`src/sv/stt_pkg.sv`:
```
// types and constants shared by the transposition table files
`default_nettype none

package stt_pkg;

    localparam int SLOT_BITS = 8;
    localparam int SLOTS     = 1 << SLOT_BITS;
    localparam int COUNT_W   = SLOT_BITS + 1;

    localparam logic       REQ_PROBE   = 1'b0;
    localparam logic       REQ_STORE   = 1'b1;
    localparam logic [1:0] BOUND_EXACT = 2'd0;
    localparam logic [1:0] BOUND_LOWER = 2'd1;
    localparam logic [1:0] BOUND_UPPER = 2'd2;

    typedef struct packed {
        logic               has_move;
        logic [3:0]         to_col;
        logic [3:0]         to_row;
        logic [3:0]         from_col;
        logic [3:0]         from_row;
        logic [1:0]         bound_kind;
        logic signed [23:0] score;
        logic signed [6:0]  depth;
    } payload_t;

    typedef struct packed {
        logic [63:0] key;
        payload_t    payload;
    } entry_t;

    typedef struct packed {
        logic               req_type;
        logic [63:0]        key;
        logic signed [6:0]  depth;
        logic signed [23:0] alpha;
        logic signed [23:0] beta;
        logic signed [23:0] score;
        logic [1:0]         bound_kind;
        logic [3:0]         from_row;
        logic [3:0]         from_col;
        logic [3:0]         to_row;
        logic [3:0]         to_col;
        logic               has_move;
    } req_t;

    typedef struct packed {
        logic               hit;
        logic signed [23:0] hit_score;
        logic signed [23:0] alpha_out;
        logic signed [23:0] beta_out;
        logic               move_valid;
        logic [3:0]         move_from_row;
        logic [3:0]         move_from_col;
        logic [3:0]         move_to_row;
        logic [3:0]         move_to_col;
        logic               written;
    } res_t;

endpackage

`default_nettype wire

```
`src/sv/stt_eval.sv`:
```
// probe evaluation: applies a stored bound to the search window
`default_nettype none

module stt_eval
    import stt_pkg::*;
(
    input  req_t     req,
    input  logic     found,
    input  payload_t ent,
    output res_t     res
);

    logic               hit;
    logic signed [23:0] a_n;
    logic signed [23:0] b_n;

    always_comb
    begin
        hit = 1'b0;
        a_n = req.alpha;
        b_n = req.beta;
        res = '0;
        if (found)
        begin
            if (ent.has_move)
            begin
                res.move_valid    = 1'b1;
                res.move_from_row = ent.from_row;
                res.move_from_col = ent.from_col;
                res.move_to_row   = ent.to_row;
                res.move_to_col   = ent.to_col;
            end
            if (ent.depth >= req.depth)
            begin
                case (ent.bound_kind)
                    BOUND_EXACT: hit = 1'b1;
                    BOUND_LOWER:
                    begin
                        if (ent.score >= req.beta)
                            hit = 1'b1;
                        else if (ent.score > req.alpha)
                            a_n = ent.score;
                    end
                    BOUND_UPPER:
                    begin
                        if (ent.score <= req.alpha)
                            hit = 1'b1;
                        else if (ent.score < req.beta)
                            b_n = ent.score;
                    end
                    default: hit = 1'b0;
                endcase
                // closed window hits regardless of the bound
                if (!hit && (a_n >= b_n))
                    hit = 1'b1;
            end
        end
        res.hit       = hit;
        res.hit_score = hit ? ent.score : 24'sd0;
        res.alpha_out = a_n;
        res.beta_out  = b_n;
        res.written   = 1'b0;
    end

endmodule

`default_nettype wire

```
`config.mk`:
```
export PLATFORM = sky130hd
export DESIGN_NAME = stt_eval
export DESIGN_NICKNAME = d
export VERILOG_FILES = /design/src/sv/stt_pkg.sv /design/src/sv/stt_eval.sv
export SDC_FILE = /design/constraint.sdc
export NUM_CORES = 1
export LEC_CHECK = 0
export BUFFER_PORTS_ARGS = -buffer_cell sky130_fd_sc_hd__buf_2
export CORE_AREA = 2 2 119 121
export DETAILED_ROUTE_END_ITERATION = 16
export DIE_AREA = 0 0 121 123
export PLACE_DENSITY = 0.69
export SKIP_LAST_GASP = 1
export SYNTH_ARGS = -nofsm -noshare
export SYNTH_HDL_FRONTEND = slang
export SYNTH_SLANG_ARGS = --single-unit
```
`constraint.sdc`:
```
create_clock -name vclk -period 4.5
set_clock_uncertainty 0.15 [all_clocks]
set_input_delay 0.225 -clock vclk [all_inputs]
set_output_delay 0.225 -clock vclk [all_outputs]
set_load 0.05 [all_outputs]
```
**Word level (Yosys, flattened, before mapping)**

Index checks and enable logic that the tools add are counted.

- Register bits: 0
- Bits of input ports: 214
- Output and inout port bits: 91
- Word-level logic and storage cells: 36

- Magnitude comparators: 6
- Eq/ne operators: 2
- Mux-type cells: 25
- Reductions and logical operators: 3

Operators by type and width:

| kind | number |
|---|---|
| 2-to-1 mux 24 bit | 15 |
| >= comparator 24 bit | 2 |
| 2-to-1 mux 17 bit | 2 |
| > comparator 24 bit | 1 |
| less-or-equal comparator 24 bit | 1 |
| < comparator 24 bit | 1 |
| >= comparator 7 bit | 1 |
| 2-to-1 mux 1 bit | 7 |
| case mux 1 bit (3 select lines) | 1 |
| equality test 2 x 1 -> 1 bit (second input constant) | 1 |
| equality test 2 bit (second input constant) | 1 |
| zero test 2 bit | 1 |
| logical AND 1 bit | 1 |
| zero test 1 bit | 1 |

**Longest topological paths before layout**

Gate-level depths: netlist of the first run.

- Depth in word-level cells: 12
- Depth in mapped cells: 23
- Depth with buffers taken out: 19

**Least setup slack after synthesis of the first run**

No wires, ideal clock.

- Kind: input to output
- Start point: input req[90] (netlist bit)
- End point: output res[69] (netlist bit)
- Arrival time: 4370 ps
- Required time: 4125 ps
- Setup slack: -245 ps
- Cell stages on the path: 21
- Path buffers: 4
- Cell sequence: inv_1 > ha_1 > buf_6 > a21oi_1 > o21ai_1 > a21oi_2 > o211ai_2 > or4_4 > a22oi_4 > buf_2 > buf_2 > o21ai_0 > ha_1 > nand4_1 > or2_2 > o31ai_1 > nor2_1 > nand4_1 > a22oi_2 > buf_2 > nor2_1

RTL lines:

| item | line | RTL |
|---|---|---|
| start, declared | stt_eval.sv:7 | `input req_t req,` |
| end, declared | stt_eval.sv:10 | `output res_t res` |

==> flow_metrics.py, run 1 <==
metrics = {
    "run_status": {
        "status": "complete, but fails checks",
        "failed_checks": "setup timing",
    },
    "drt": {
        "routed_wl_um": 15840,
        "initialDrtViolationCount": 241,
        "drtPass1Iterations": 4,
        "num_vias": 4808,
        "drc_errors": 0,
        "viasPerCell": 4.871,
        "wl_per_cell_um": 16.05,
        "ant_nets": 0,
    },
    "sta": {
        "tightest_slew_ns": 0.6289,
        "min_period_ns": 4.781,
        "slew_headroom_pct": 57.79,
        "hold_violations": 0,
        "drv_slew": 0,
        "fmax_mhz": 209.2,
        "setup_viol": 25,
        "finalWorstSetupSlack_ns": -0.2809,
        "grt_setup_unrepaired": "yes",
        "finalCritPeriodShare_pct": 106.2,
    },
    "synthesis": {
        "yosys.area.top_type": "ha_1",
        "synth_warnings": 0,
        "syn_area_per_cell_um2": 7.616,
        "netlist_area_um2": 3694,
        "yosysSeqAreaShare_pct": 0,
        "synth_top_area_share_pct": 26.76,
        "synth_area_leaders": "ha_1 27%, mux2_4 16%, mux2i_1 6.8%",
        "ys_types": 48,
        "synth_fp_nets": 778,
        "synth_cells": 485,
    },
    "layout": {
        "n_clock_buffer": 0,
        "layout-drive-gt1-share_pct": 63.82,
        "seqCellArea_um2": 0,
        "n_sequential_cell": 0,
        "layout.nets": 1102,
        "antennaDiodeCount": 0,
        "syn_to_final_growth_pct": 91.97,
    },
    "hold_path": {
        "hold_path.class": "in2out",
        "whs_path_depth": 4,
    },
    "worst_setup_path": {
        "crit_path_end_kind": "output port",
        "cp-startpoint": "ent[20]",
        "crit_type": "in2out",
        "crit_top_cell": "buf_6",
        "cp-start-kind": "input port",
        "cp.arrival_ns": 4.41,
        "crit_path_top_delay_cell": "nor4_4",
        "cpPeakStageDelay_ns": 0.45,
        "required_ns": 4.12,
        "critPathCapture": "res[69]",
        "critPathMaxFanout": 7,
        "cp_cell_sequence": "buf_2 > ha_4 > nand4_1 > nor4_4 > o31ai_4 > buf_4 > a21o_1 > a22oi_4 > buf_6 > clkbuf_16 > o21ai_1 > ha_1 > nand4_1 > nor4_2 > buf_4 > o21ai_4 > a21o_1 > a22oi_2 > buf_6 > clkbuf_16 > nor2_4 > buf_6",
    },
    "global_routing": {
        "antenna_found_initial": 0,
        "grt_pass1_wl_um": 23180,
        "grt_max_degree": 25,
        "grt_pass1_vias": 4622,
        "overflow": 0,
        "grt_use_total_pct": 19.43,
    },
    "power": {
        "p_sw_share_pct": 56.28,
        "power.switching_w": 0.0005648,
        "leakage_nw": 3.815,
        "pwr_density_cell_nw_per_um2": 141.5,
        "comb_power_share_pct": 100.0,
        "power_frac_seq_pct": 0,
        "p_total_w": 0.001004,
        "ir_drop_v": 0.00008080,
        "clock_power_share_pct": 0,
        "intPower_w": 0.0004388,
    },
    "die": {
        "ioPinCount": 305,
        "die_area_um2": 14880,
        "die_w_um": 121,
        "die_h_um": 123,
        "rows": 43,
        "coreArea_um2": 13610,
        "initial_core_util_pct": 27.13,
    },
    "placed_design": {
        "dp_hpwl_um": 11350,
        "portBuffers": 196,
        "gp_congestion": 0.8099,
        "dp_slack_ns": -0.5423,
    },
    "job": {
        "maxCapViolations": 0,
    },
}
[worst max-delay path, delay by kind of cell]
kind,cells,cell delay (ns)
fa+ha+maj,2,0.58
simple gates,5,1.18
compound gates,7,1.15
buf+inv,8,1.25
[logic make-up (layout without fill, tap and decap cells)]
kind of cell | after synthesis | count (layout) | synth area share [%]
adder cells (fa/ha/maj) | 79 | 79 | 26.76
buffers and inverters | 77 | 399 | 9.519
other | 1 | 1 | 0.1015
XOR/XNOR | 1 | 1 | 0.2372
multiplexers | 74 | 74 | 25.78
AO/OA/AOI/OAI | 97 | 97 | 16.94
AND/OR/NAND/NOR | 156 | 156 | 20.66
[final cells by class]
type / count / area [um2]
fillers: 1197 / 6521
well taps: 180 / 225.2
inverters: 57 / 221.5
multi-input cells: 408 / 4055
repair buffers: 342 / 2589
[what timing repair did]
action / CTS / global route
hold buffers: 0 / 0
cloned: 4 / 2
resized for setup: 170 / 76
setup endpoints to repair: 25 / 25
pin swaps: 37 / 40
buffers inserted: 24 / 15
[power by group through the flow]
stage / logic, W / clock network (W) / registers [W]
global placement: 0.000764 / 0 / 0
global route: 0.00107 / 0 / 0
CTS: 0.000924 / 0 / 0
floorplan: 0.000499 / 0 / 0
detailed placement: 0.000770 / 0 / 0
finish: 0.00100 / 0 / 0
[cell usage after synthesis (3+ instances only)]
library cell	count
buf_4	5
mux2i_1	25
a21o_1	17
nor2_1	36
inv_1	57
a21boi_0	3
and3_1	16
nor2b_1	5
mux2_2	9
nand2_1	58
clkbuf_1	5
nand4_1	19
buf_2	5
buf_6	5
and2_1	3
mux2_4	40
nand3_1	5
o21ai_0	30
a21oi_1	26
ha_1	79
nand2b_1	3
[per-stage QoR]
stage	setup TNS, ns	area, um2	utilization [%]	hold slack (ns)	cells
6_report	-5.542	7091	52.09	0.6626	987
5_1_grt	-10.29	7091	52.09	0.6906	987
4_1_cts	-2.550	6675	49.04	0.6581	972
3_5_place_dp	-13.05	5638	41.42	0.7388	945
3_3_place_gp	-12.47	5638	41.42	0.7365	945
2_1_floorplan	-1.618	3744	-	0.4602	485
[how the worst min path moves through the flow]
stage,startpoint,to,slack [ns]
6_report,ent[21],res[80],0.66
3_3_place_gp,ent[35],res[15],0.74
5_1_grt,ent[21],res[80],0.69
3_5_place_dp,ent[35],res[15],0.74
4_1_cts,ent[21],res[80],0.66
2_1_floorplan,ent[10],res[69],0.46
[layer usage]
layer / track usage [%] / routed length, um / up-vias
met5: 0 / 0 / -
met4: 4.578 / 406 / 0
met3: 2.721 / 1077 / 32
met2: 35.71 / 7641 / 214
met1: 23.84 / 6713 / 2173
li1: - / - / 2389
[layout by cell type, fill, tap and decap left out, drive strengths merged, types with 2 or more instances in the layout]
master	instances
a21boi	3
ha	79
a21oi	28
nand2	59
and3	16
buf	340
nand2b	3
o211ai	3
nor2	36
nor2b	5
clkbuf	2
nand4	21
mux2i	25
a211oi	3
a22oi	2
mux2	49
nand3	5
a21o	17
nor3	2
nor4	3
o31ai	2
and2	3
o21ai	31
inv	57
(Power assumes the default switching activity.)
==> run 2, diff against run 1 <==
--- a/config.mk
+++ b/config.mk
@@ -6,10 +6,10 @@
 export NUM_CORES = 1
 export LEC_CHECK = 0
 export BUFFER_PORTS_ARGS = -buffer_cell sky130_fd_sc_hd__buf_2
+export CAP_MARGIN = 40
 export CORE_AREA = 2 2 119 121
 export DETAILED_ROUTE_END_ITERATION = 16
 export DIE_AREA = 0 0 121 123
-export PLACE_DENSITY = 0.69
 export SKIP_LAST_GASP = 1
 export SYNTH_ARGS = -nofsm -noshare
 export SYNTH_HDL_FRONTEND = slang
==> flow_metrics.py, run 2 (synthesized netlist as in run 1, its figures left out) <==
metrics = {
    "drt": {
        "num_vias": 4696,
        "viasPerCell": 4.748,
        "initialDrtViolationCount": 180,
        "ant_nets": 0,
        "drtPass1Iterations": 4,
        "routed_wl_um": 15210,
        "wl_per_cell_um": 15.38,
        "drc_errors": 0,
    },
    "sta": {
        "tns_ns": -5.720,
        "min_period_ns": 4.755,
        "setup_viol": 25,
        "fmax_mhz": 210.3,
        "drv_slew": 0,
        "hold_violations": 0,
        "slew_headroom_pct": 64.51,
        "finalCritPeriodShare_pct": 105.7,
        "tightest_slew_ns": 0.5318,
        "grt_setup_unrepaired": "yes",
        "finalWorstSetupSlack_ns": -0.2546,
    },
    "layout": {
        "final_common_cell": "buf_2",
        "layout.nets": 1104,
        "syn_to_final_growth_pct": 91.50,
        "n_sequential_cell": 0,
        "layout-drive-gt1-share_pct": 61.06,
        "layout_common_cells": "157 x buf_2, 115 x buf_4, 56 x nand2_1",
        "n_clock_buffer": 0,
        "antennaDiodeCount": 0,
        "seqCellArea_um2": 0,
    },
    "worst_setup_path": {
        "cpPeakStageDelay_ns": 0.26,
        "crit_path_end_kind": "output port",
        "required_ns": 4.12,
        "crit_top_cell": "buf_6",
        "critPathMaxFanout": 8,
        "crit_type": "in2out",
        "crit_path_top_delay_cell": "ha_4",
        "worst-path-buf-inv": 9,
        "worst_path_dominant_cell_family": "buffers and inverters",
        "cp.arrival_ns": 4.38,
        "cp-start-kind": "input port",
    },
    "power": {
        "leakage_nw": 3.842,
        "ir_drop_v": 0.00007099,
        "clock_power_share_pct": 0,
        "p_sw_share_pct": 55.85,
        "power_frac_seq_pct": 0,
        "pwr_density_cell_nw_per_um2": 140.9,
        "p_total_w": 0.0009966,
        "comb_power_share_pct": 100.0,
        "power.switching_w": 0.0005567,
        "intPower_w": 0.0004400,
    },
    "die": {
        "rows": 43,
        "ioPinCount": 305,
        "die_area_um2": 14880,
        "coreArea_um2": 13610,
        "die_w_um": 121,
        "die_h_um": 123,
        "initial_core_util_pct": 27.13,
    },
    "placed_design": {
        "gp_congestion": 0.8112,
        "dp_hpwl_um": 11750,
        "dp_slack_ns": -0.4283,
        "portBuffers": 196,
    },
    "global_routing": {
        "grt_use_total_pct": 19.06,
        "gr-max-usage-layer": "met2",
        "use_met2_pct": 35.67,
        "grt_use_met3_pct": 3.506,
        "grt_pass1_vias": 4692,
        "use_met1_pct": 23.67,
        "grt_max_degree": 25,
        "antenna_found_initial": 1,
        "overflow": 0,
        "grt_pass1_wl_um": 22990,
    },
    "job": {
        "maxCapViolations": 0,
    },
    "hold_path": {
        "hold_path.class": "in2out",
    },
    "clock_network": {
        "cts_hold_buf": 0,
    },
    "run_status": {
        "status": "complete, but fails checks",
        "failed_checks": "setup timing",
    },
}
-- run 2: cell count changes in the layout (fill, tap and decap cells not counted), moves of 5 or more --
cell / previous run / this run
inv_1: 31 / 52
buf_4: 134 / 115
inv_2: 23 / 4
buf_2: 145 / 157
buf_6: 43 / 49
o21ai_0: 14 / 20
buf_12: 3 / 8
nor2_4: 12 / 17
-- run 2: worst paths after layout --
| kind | start | cells after the start | slack, ns | end |
|---|---|---|---|---|
| setup / recovery | ent[23] | 26 | -0.25 | res[86] |
| hold / removal | ent[35] | 3 | 0.74 | res[15] |
-- run 2: what timing repair did --
action                                  in CTS  in global routing
cloned                                       2                  1
setup buffers                               20                 18
pin swaps                                   47                 47
gates resized for setup                    157                 66
endpoints found under the setup margin      25                 25
-- run 2: tightest hold or removal path, delay by kind of cell --
family / cells / cell delay, ns
buffers and inverters: 2 / 0.29
and+or+nand+nor: 1 / 0.15
-- run 2: layout make-up --
cell class                      count  area (um2)
Fill cell                        1239        6539
Multi-Input combinational cell    408        4023
Timing Repair Buffer              344        2609
Tap cell                          180       225.2
Inverter                           57       216.5
-- run 2: per-layer routing --
layer / routed length [um] / share of wire [%]
met1: 6669 / 44
met2: 7326 / 48
met3: 1041 / 6.8
met4: 161 / 1.1
met5: 13 / 0.085
-- run 2: power groups by stage --
stage	sequential [W]	combinational, W	clock [W]
2_1_floorplan	0	0.000499	0
4_1_cts	0	0.000927	0
6_report	0	0.000997	0
5_1_grt	0	0.00107	0
3_3_place_gp	0	0.000772	0
3_5_place_dp	0	0.000781	0
-- run 2: stage by stage --
stage          utilization, %  cell area [um2]  hold WS [ns]  instances
2_1_floorplan               -             3744        0.4602        485
3_3_place_gp            41.79             5688        0.7344        950
6_report                51.96             7073        0.7422        989
5_1_grt                 51.96             7073        0.7579        989
3_5_place_dp            41.99             5715        0.7403        951
4_1_cts                 48.99             6669        0.7451        972
==> run 3, diff against run 2 <==
==> constraint.sdc (replaced) <==
create_clock -name vclk -period 4.1
set_clock_uncertainty 0.15 [all_clocks]
set_input_delay 0.205 -clock vclk [all_inputs]
set_output_delay 0.205 -clock vclk [all_outputs]
set_load 0.05 [all_outputs]
==> flow_metrics.py, run 3 (synthesized netlist as in run 1, its figures left out) <==
metrics = {
    "run_status": {
        "status": "complete, but fails checks",
        "failed_checks": "setup timing",
    },
    "job": {
        "maxCapViolations": 0,
    },
    "global_routing": {
        "grt_max_degree": 27,
        "use_met2_pct": 33.46,
        "gr-max-usage-layer": "met2",
        "grt_pass1_wl_um": 21650,
        "use_met1_pct": 22.73,
        "grt_use_total_pct": 17.92,
        "grt_pass1_vias": 4512,
        "overflow": 0,
        "grt_use_met3_pct": 2.537,
        "antenna_found_initial": 0,
    },
    "placed_design": {
        "portBuffers": 196,
        "dp_hpwl_um": 11860,
        "gp_congestion": 0.8713,
    },
    "die": {
        "initial_core_util_pct": 27.13,
        "die_area_um2": 14880,
        "ioPinCount": 305,
        "die_h_um": 123,
        "die_w_um": 121,
        "coreArea_um2": 13610,
        "rows": 43,
    },
    "layout": {
        "n_sequential_cell": 0,
        "final_util_pct": 50.58,
        "final_common_cell": "buf_2",
        "fillers": 1314,
        "antennaDiodeCount": 0,
        "multi_input_comb_area_um2": 3994,
        "layout.nets": 1098,
        "layout-drive-gt1-share_pct": 61.77,
        "syn_to_final_growth_pct": 86.42,
        "n_clock_buffer": 0,
        "seqCellArea_um2": 0,
        "layout_common_cells": "164 x buf_2, 127 x buf_4, 56 x nand2_1",
    },
    "clock_network": {
        "cts_hold_buf": 0,
    },
    "worst_setup_path": {
        "crit_path_end_kind": "output port",
        "crit_path_top_delay_cell": "or4_4",
        "cp-start-kind": "input port",
        "crit_type": "in2out",
        "cpPeakStageDelay_ns": 0.54,
        "crit_top_cell": "buf_12",
        "critPathMaxFanout": 8,
        "cp.arrival_ns": 4.32,
        "required_ns": 3.74,
    },
    "drt": {
        "ant_nets": 0,
        "drtPass1Iterations": 4,
        "initialDrtViolationCount": 130,
        "drc_errors": 0,
        "routed_wl_um": 14500,
        "wl_per_cell_um": 14.75,
        "viasPerCell": 4.696,
        "num_vias": 4616,
    },
    "power": {
        "ir_drop_v": 0.00008301,
        "leakage_nw": 3.771,
        "pwr_density_cell_nw_per_um2": 156.2,
    },
    "sta": {
        "fin_hold_ws_ns": 0.7102,
        "hold_violations": 0,
        "tns_ns": -14.02,
        "grt_setup_unrepaired": "yes",
        "finalWorstSetupSlack_ns": -0.5796,
        "finalCritPeriodShare_pct": 114.1,
        "setup_viol": 25,
        "fmax_mhz": 213.7,
        "min_period_ns": 4.680,
        "slew_headroom_pct": 65.98,
        "drv_slew": 0,
        "tightest_slew_ns": 0.5098,
    },
    "hold_path": {
        "hold_path.class": "in2out",
    },
}
## run 3: cell count changes in the layout (fill, tap and decap cells not counted), moves of 3 or more
cell,change
buf_6,-21
inv_1,-14
inv_2,+14
buf_4,+12
buf_2,+7
buf_8,-5
nor2_4,+5
a21oi_1,+4
nor2_2,-4
a21oi_2,-3
## run 3: routing by layer
layer  share of wire (%)  vias to the layer above
li1                    -                     2372
met1                  45                     2075
met2                  48                      163
met3                 6.4                        6
met4                0.50                        0
met5                   0                        -
## run 3: area by class of cell
| class | count | share of cell area [%] |
|---|---|---|
| repair buffers | 338 | 35.54 |
| inverters | 57 | 3.180 |
| well taps | 180 | 3.271 |
| multi-input cells | 408 | 58.00 |
## run 3: critical path, delay by kind of cell
family	cells	cell delay, ns
AOI/OAI and AO/OA	6	0.85
adders and majority gates	2	0.58
buffers and inverters	10	1.39
and+or+nand+nor	7	1.31
## run 3: final timing paths
check,startpoint,end,cells after the start
worst max-delay path,req[81],res[90],25
worst min-delay path,ent[41],res[5],3
## run 3: repair_timing
item,in CTS,in global routing
pin swaps,8,27
endpoints found under the setup margin,25,25
gates cloned,2,2
buffers inserted,15,6
resized for setup,90,57
## run 3: metrics by stage
| step | instance area, um2 | power (W) | cells | worst slack [ns] |
|---|---|---|---|---|
| 2_1_floorplan | 4050 | 0.0006070 | 485 | -0.1537 |
| 4_1_cts | 6496 | 0.001017 | 975 | -0.5540 |
| 6_report | 6885 | 0.001075 | 983 | -0.5796 |
| 3_3_place_gp | 5995 | 0.0009068 | 959 | -0.6844 |
| 3_5_place_dp | 5995 | 0.0009120 | 959 | -0.7381 |
| 5_1_grt | 6885 | 0.001155 | 983 | -0.7713 |
## run 3: power breakdown
part	switching [W]	total (W)	internal, W
combinational	0.000605	0.00108	0.000471
clock	0	0	0
sequential	0	0	0
